`config.mk`:
```
export PLATFORM = sky130hd
export DESIGN_NAME = pcpfl_ctrl
export DESIGN_NICKNAME = d
export VERILOG_FILES = /design/src/rtl/pcpfl_pkg.sv /design/src/rtl/pcpfl_ctrl.sv
export SDC_FILE = /design/constraint.sdc
export NUM_CORES = 1
export LEC_CHECK = 0
export BUFFER_PORTS_ARGS = -buffer_cell sky130_fd_sc_hd__buf_2
export CORE_AREA = 2 2 39 41
export DETAILED_ROUTE_END_ITERATION = 16
export DIE_AREA = 0 0 41 43
export GPL_TIMING_DRIVEN = 1
export PLACE_DENSITY_LB_ADDON = 0.12
export SLEW_MARGIN = 20
export SYNTH_ARGS = -nofsm -noshare
export SYNTH_HDL_FRONTEND = slang
export SYNTH_SLANG_ARGS = --single-unit
```
`constraint.sdc`:
```
create_clock -name clk -period 1.4 [get_ports clk]
set_input_delay 0.07 -clock clk [delete_from_list [all_inputs] [get_ports clk]]
set_output_delay 0.07 -clock clk [all_outputs]
set_load 0.02 [all_outputs]
```
`src/rtl/pcpfl_pkg.sv`:
```
// Package for the per-CPU page free list allocator.
// Holds the channel payload types, the command and status codes and the register map.
// Depends on nothing; pcpfl_ctrl, pcpfl_dp, the top level, the checker and the testbench import it.
package pcpfl_pkg;

	localparam int ADDR_W = 32;
	localparam int CPU_ID_W = 3;
	localparam int STATUS_W = 2;
	localparam int CFG_IDX_W = 1;

	localparam logic CMD_ALLOC = 1'b0;
	localparam logic CMD_FREE = 1'b1;

	localparam logic [STATUS_W-1:0] ST_OK = 2'd0;
	localparam logic [STATUS_W-1:0] ST_OOM = 2'd1;
	localparam logic [STATUS_W-1:0] ST_BAD_FREE = 2'd2;

	localparam logic [CFG_IDX_W-1:0] REG_MEM_BASE = 1'd0;
	localparam logic [CFG_IDX_W-1:0] REG_MEM_TOP = 1'd1;

	localparam logic [ADDR_W-1:0] MEM_BASE_RST = 32'h8000_0000;
	localparam logic [ADDR_W-1:0] MEM_TOP_RST = 32'h8800_0000;

	typedef struct packed {
		logic command;
		logic [CPU_ID_W-1:0] cpu_id;
		logic [ADDR_W-1:0] page_addr;
	} req_t;

	typedef struct packed {
		logic [ADDR_W-1:0] alloc_addr;
		logic [STATUS_W-1:0] status;
		logic stolen;
	} rsp_t;

	typedef struct packed {
		logic [CFG_IDX_W-1:0] index;
		logic [ADDR_W-1:0] wdata;
	} cfg_t;

	typedef struct packed {
		logic capture;
		logic push;
		logic pop_rd;
		logic pop_wr;
		logic rsp_ld;
	} ctl_t;

	typedef struct packed {
		logic is_free;
		logic free_ok;
		logic any_src;
	} sts_t;

endpackage

```
`src/rtl/pcpfl_ctrl.sv`:
```
// Controller of the allocator: sequences accept, execute and pop, and owns the response valid.
// Depends on pcpfl_pkg for the control and status structs.
module pcpfl_ctrl
	import pcpfl_pkg::*;
(
	input logic clk,
	input logic arst_n,
	input logic req_valid,
	output logic req_ready,
	output logic rsp_valid,
	input logic rsp_ready,
	input sts_t sts,
	output ctl_t ctl
);
	localparam logic [1:0] ST_IDLE = 2'd0;
	localparam logic [1:0] ST_EXEC = 2'd1;
	localparam logic [1:0] ST_POP = 2'd2;

	logic [1:0] state_q;
	logic [1:0] state_d;
	logic rsp_valid_q;

	always_comb begin
		state_d = state_q;
		ctl = '0;
		req_ready = 1'b0;
		unique case (state_q)
			ST_IDLE: begin
				req_ready = !rsp_valid_q || rsp_ready;
				if (req_valid && req_ready) begin
					ctl.capture = 1'b1;
					state_d = ST_EXEC;
				end
			end
			ST_EXEC: begin
				if (sts.is_free) begin
					ctl.push = sts.free_ok;
					ctl.rsp_ld = 1'b1;
					state_d = ST_IDLE;
				end else if (sts.any_src) begin
					ctl.pop_rd = 1'b1;
					state_d = ST_POP;
				end else begin
					ctl.rsp_ld = 1'b1;
					state_d = ST_IDLE;
				end
			end
			ST_POP: begin
				ctl.pop_wr = 1'b1;
				ctl.rsp_ld = 1'b1;
				state_d = ST_IDLE;
			end
			default: begin
				state_d = ST_IDLE;
			end
		endcase
	end

	always_ff @(posedge clk or negedge arst_n) begin
		if (!arst_n) begin
			state_q <= ST_IDLE;
			rsp_valid_q <= 1'b0;
		end else begin
			state_q <= state_d;
			if (ctl.rsp_ld) begin
				rsp_valid_q <= 1'b1;
			end else if (rsp_valid_q && rsp_ready) begin
				rsp_valid_q <= 1'b0;
			end
		end
	end

	assign rsp_valid = rsp_valid_q;
endmodule

```
==> results.cfg <==
[final_layout]
drive_above_1_share_pct = 58.1
area_delta_synth_final_pct = 54.4
final_common_cell = buf_2
fin_cells = 59
nets = 55
fillers = 161
n_antenna_cell = 0
mostFrequentLayoutCells = 11 x buf_2, 4 x ha_1

[die]
num_rows = 14
ios = 14
die_y_um = 43
core-area_um2 = 1380
die_area_um2 = 1760
die_w_um = 41
start_util_pct = 17.6

[cts]
cts_buffer_depth = 2
cts_sinks = 3
cts-htree-levels = 1
root_buffer = clkbuf_4
worstSkewPairLatency_ns = 0.23
cts_buffers = 3
clkSlewWorstSetupHoldPaths_ns = 0.04
cts_tree = built

[synthesis]
synthDistinctLibCells = 15
yosysWarnings = 0
ys_seq_elements = 3
syn_avg_cell_area_um2 = 9.76
synth_top_area_cell = dfrtp_1
syn_area_um2 = 244
syn_inst = 25
syn_nets = 36
netlist_top_cells_area = dfrtp_1 31%, ha_1 21%, inv_1 6.2%, mux2_4 6.2%, nand2b_4 5.6%
yosysSeqAreaShare_pct = 30.8
synth_top_area_share_pct = 30.8

[sta]
setup_viol = 0
slew_violations = 0
max_freq_mhz = 749
min_period_ns = 1.34
post-route-period-util_pct = 95.4
rsz0062_at_grt = true
setup_slack_ns = 0.0648
fin_worst_skew_ns = 0.00145
hold_violations = 0
worst_slew_pin_slew_ns = 0.172
max_slew_margin_pct = 88.5

[worst_setup_path]
crit_fanout = 4
start_kind = register
worstPathRequired_ns = 1.33
ff2ff_setup_slack_ns = 0.09
worstSetupPathType = reg -> out
worstPathArrival_ns = 1.27
worstSetupEndpointType = primary output

[power_and_ir_drop]
switching_share_pct = 42.4
p_leak_nw = 0.207
ir_worst_vdd_mv = 0.453
clockPowerShare_pct = 21.4
combPwrFrac_pct = 57.4
p_seq_share_pct = 21.2
power_uw = 725
p_switching_uw = 308
power.internal_uw = 417
power.density_nw_per_um2 = 1930

[global_routing]
grtUsageTotal_pct = 7.62
grt_pass1_wl_um = 876
antenna_found_initial = 0
grt_pass1_vias = 234
grt_start_max_net_pins = 6
overflow = 0

[min_path]
min_path_type = in -> reg

[placed_design]
detailed_place_hpwl_um = 410
place_inst = 53
gp_congestion = 0.731
place_ws_ns = 0.0835
io_buffers = 13

[job]
max_cap_violations = 0

[detailed_routing]
first_iter_violations = 4
drt-vias-per-instance = 3.68
drtPass1Iterations = 2
drc = 0
post_drt_wl_per_cell_um = 8.97
vias = 217
postRouteAntennaNets = 0
wirelength_um = 529

[status]
status = finished, final reports clean
metal layers:
| metal | share of wire, % | wire (um) | global-route usage (%) | vias up |
|---|---|---|---|---|
| met4 | 0 | 0 | 8.00 | 0 |
| met1 | 43 | 228 | 8.97 | 98 |
| met5 | 0 | 0 | 0 | - |
| li1 | - | - | - | 113 |
| met3 | 5.1 | 27 | 1.57 | 0 |
| met2 | 52 | 273 | 10.3 | 6 |
kinds of logic after synthesis:
logic type	count (synthesis)	synth area share (%)
simple gates	8	22.6
buf+inv	5	9.23
compound gates	4	10.8
fa+ha+maj	4	20.5
flops	3	30.8
mux	1	6.15
state kept, by name, summed over array words and instances (netlist names):
register,cells
state_q,2
rsp_valid,1
per-stage QoR:
step | setup TNS (ns) | hold slack, ns | area, um^2 | utilization (%)
final | 0 | 0.139 | 377 | 27.2
after global routing | -0.0120 | 0.165 | 377 | 27.2
after CTS | 0 | 0.133 | 369 | 26.7
after detailed placement | 0 | -0.131 | 322 | 23.2
after global placement | 0 | -0.133 | 322 | 23.2
after floorplan | 0 | -0.226 | 244 | -
worst max-delay path, stage by stage (launching register included):
cell	delay, ns
dfrtp_1	0.41
inv_2	0.06
ha_1	0.27
inv_1	0.04
nor2_1	0.10
buf_4	0.15
cell usage after synthesis:
cell type  n
ha_1       4
inv_1      4
dfrtp_1    3
a21oi_1    2
nor2_1     2
a21boi_2   1
and2_2     1
and3_1     1
and3_2     1
buf_4      1
mux2_4     1
nand2b_1   1
nand2b_4   1
nor2b_1    1
o21ai_1    1
layout make-up:
class	instances	area, um^2	share of cell area [%]
clock buffers	4	26.3	6.98
repair buffers	15	87.6	23.3
well taps	16	20.0	5.32
inverters	4	15.0	3.99
flip-flops and latches	3	75.1	19.9
multi-input cells	17	153	40.5
repair_timing:
action                     4_1_cts  5_1_grt
hold endpoints to repair         3        0
hold buffers                     1        0
buffers inserted                 1        0
setup endpoints to repair        1        4
resized for setup                1        4
path summary, 6_finish.rpt:
path	startpoint	endpoint	depth (start not counted)
setup / recovery	state_q[0]	ctl[0]	5
min in group asynchronous	arst_n	state_q[1]	2
hold reg to reg	state_q[1]	state_q[1]	1
max in group asynchronous	arst_n	state_q[0]	2
setup reg to reg	state_q[1]	state_q[1]	4
hold / removal	req_valid	state_q[0]	3
power by group through the flow:
| stage | registers, mW | logic (mW) | clock network [mW] |
|---|---|---|---|
| 6_report | 0.154 | 0.416 | 0.155 |
| 5_1_grt | 0.160 | 0.472 | 0.167 |
| 4_1_cts | 0.152 | 0.406 | 0.165 |
| 3_5_place_dp | 0.153 | 0.374 | 0 |
| 3_3_place_gp | 0.155 | 0.382 | 0 |
| 2_1_floorplan | 0.159 | 0.268 | 0 |
(Power assumes the default switching activity.)
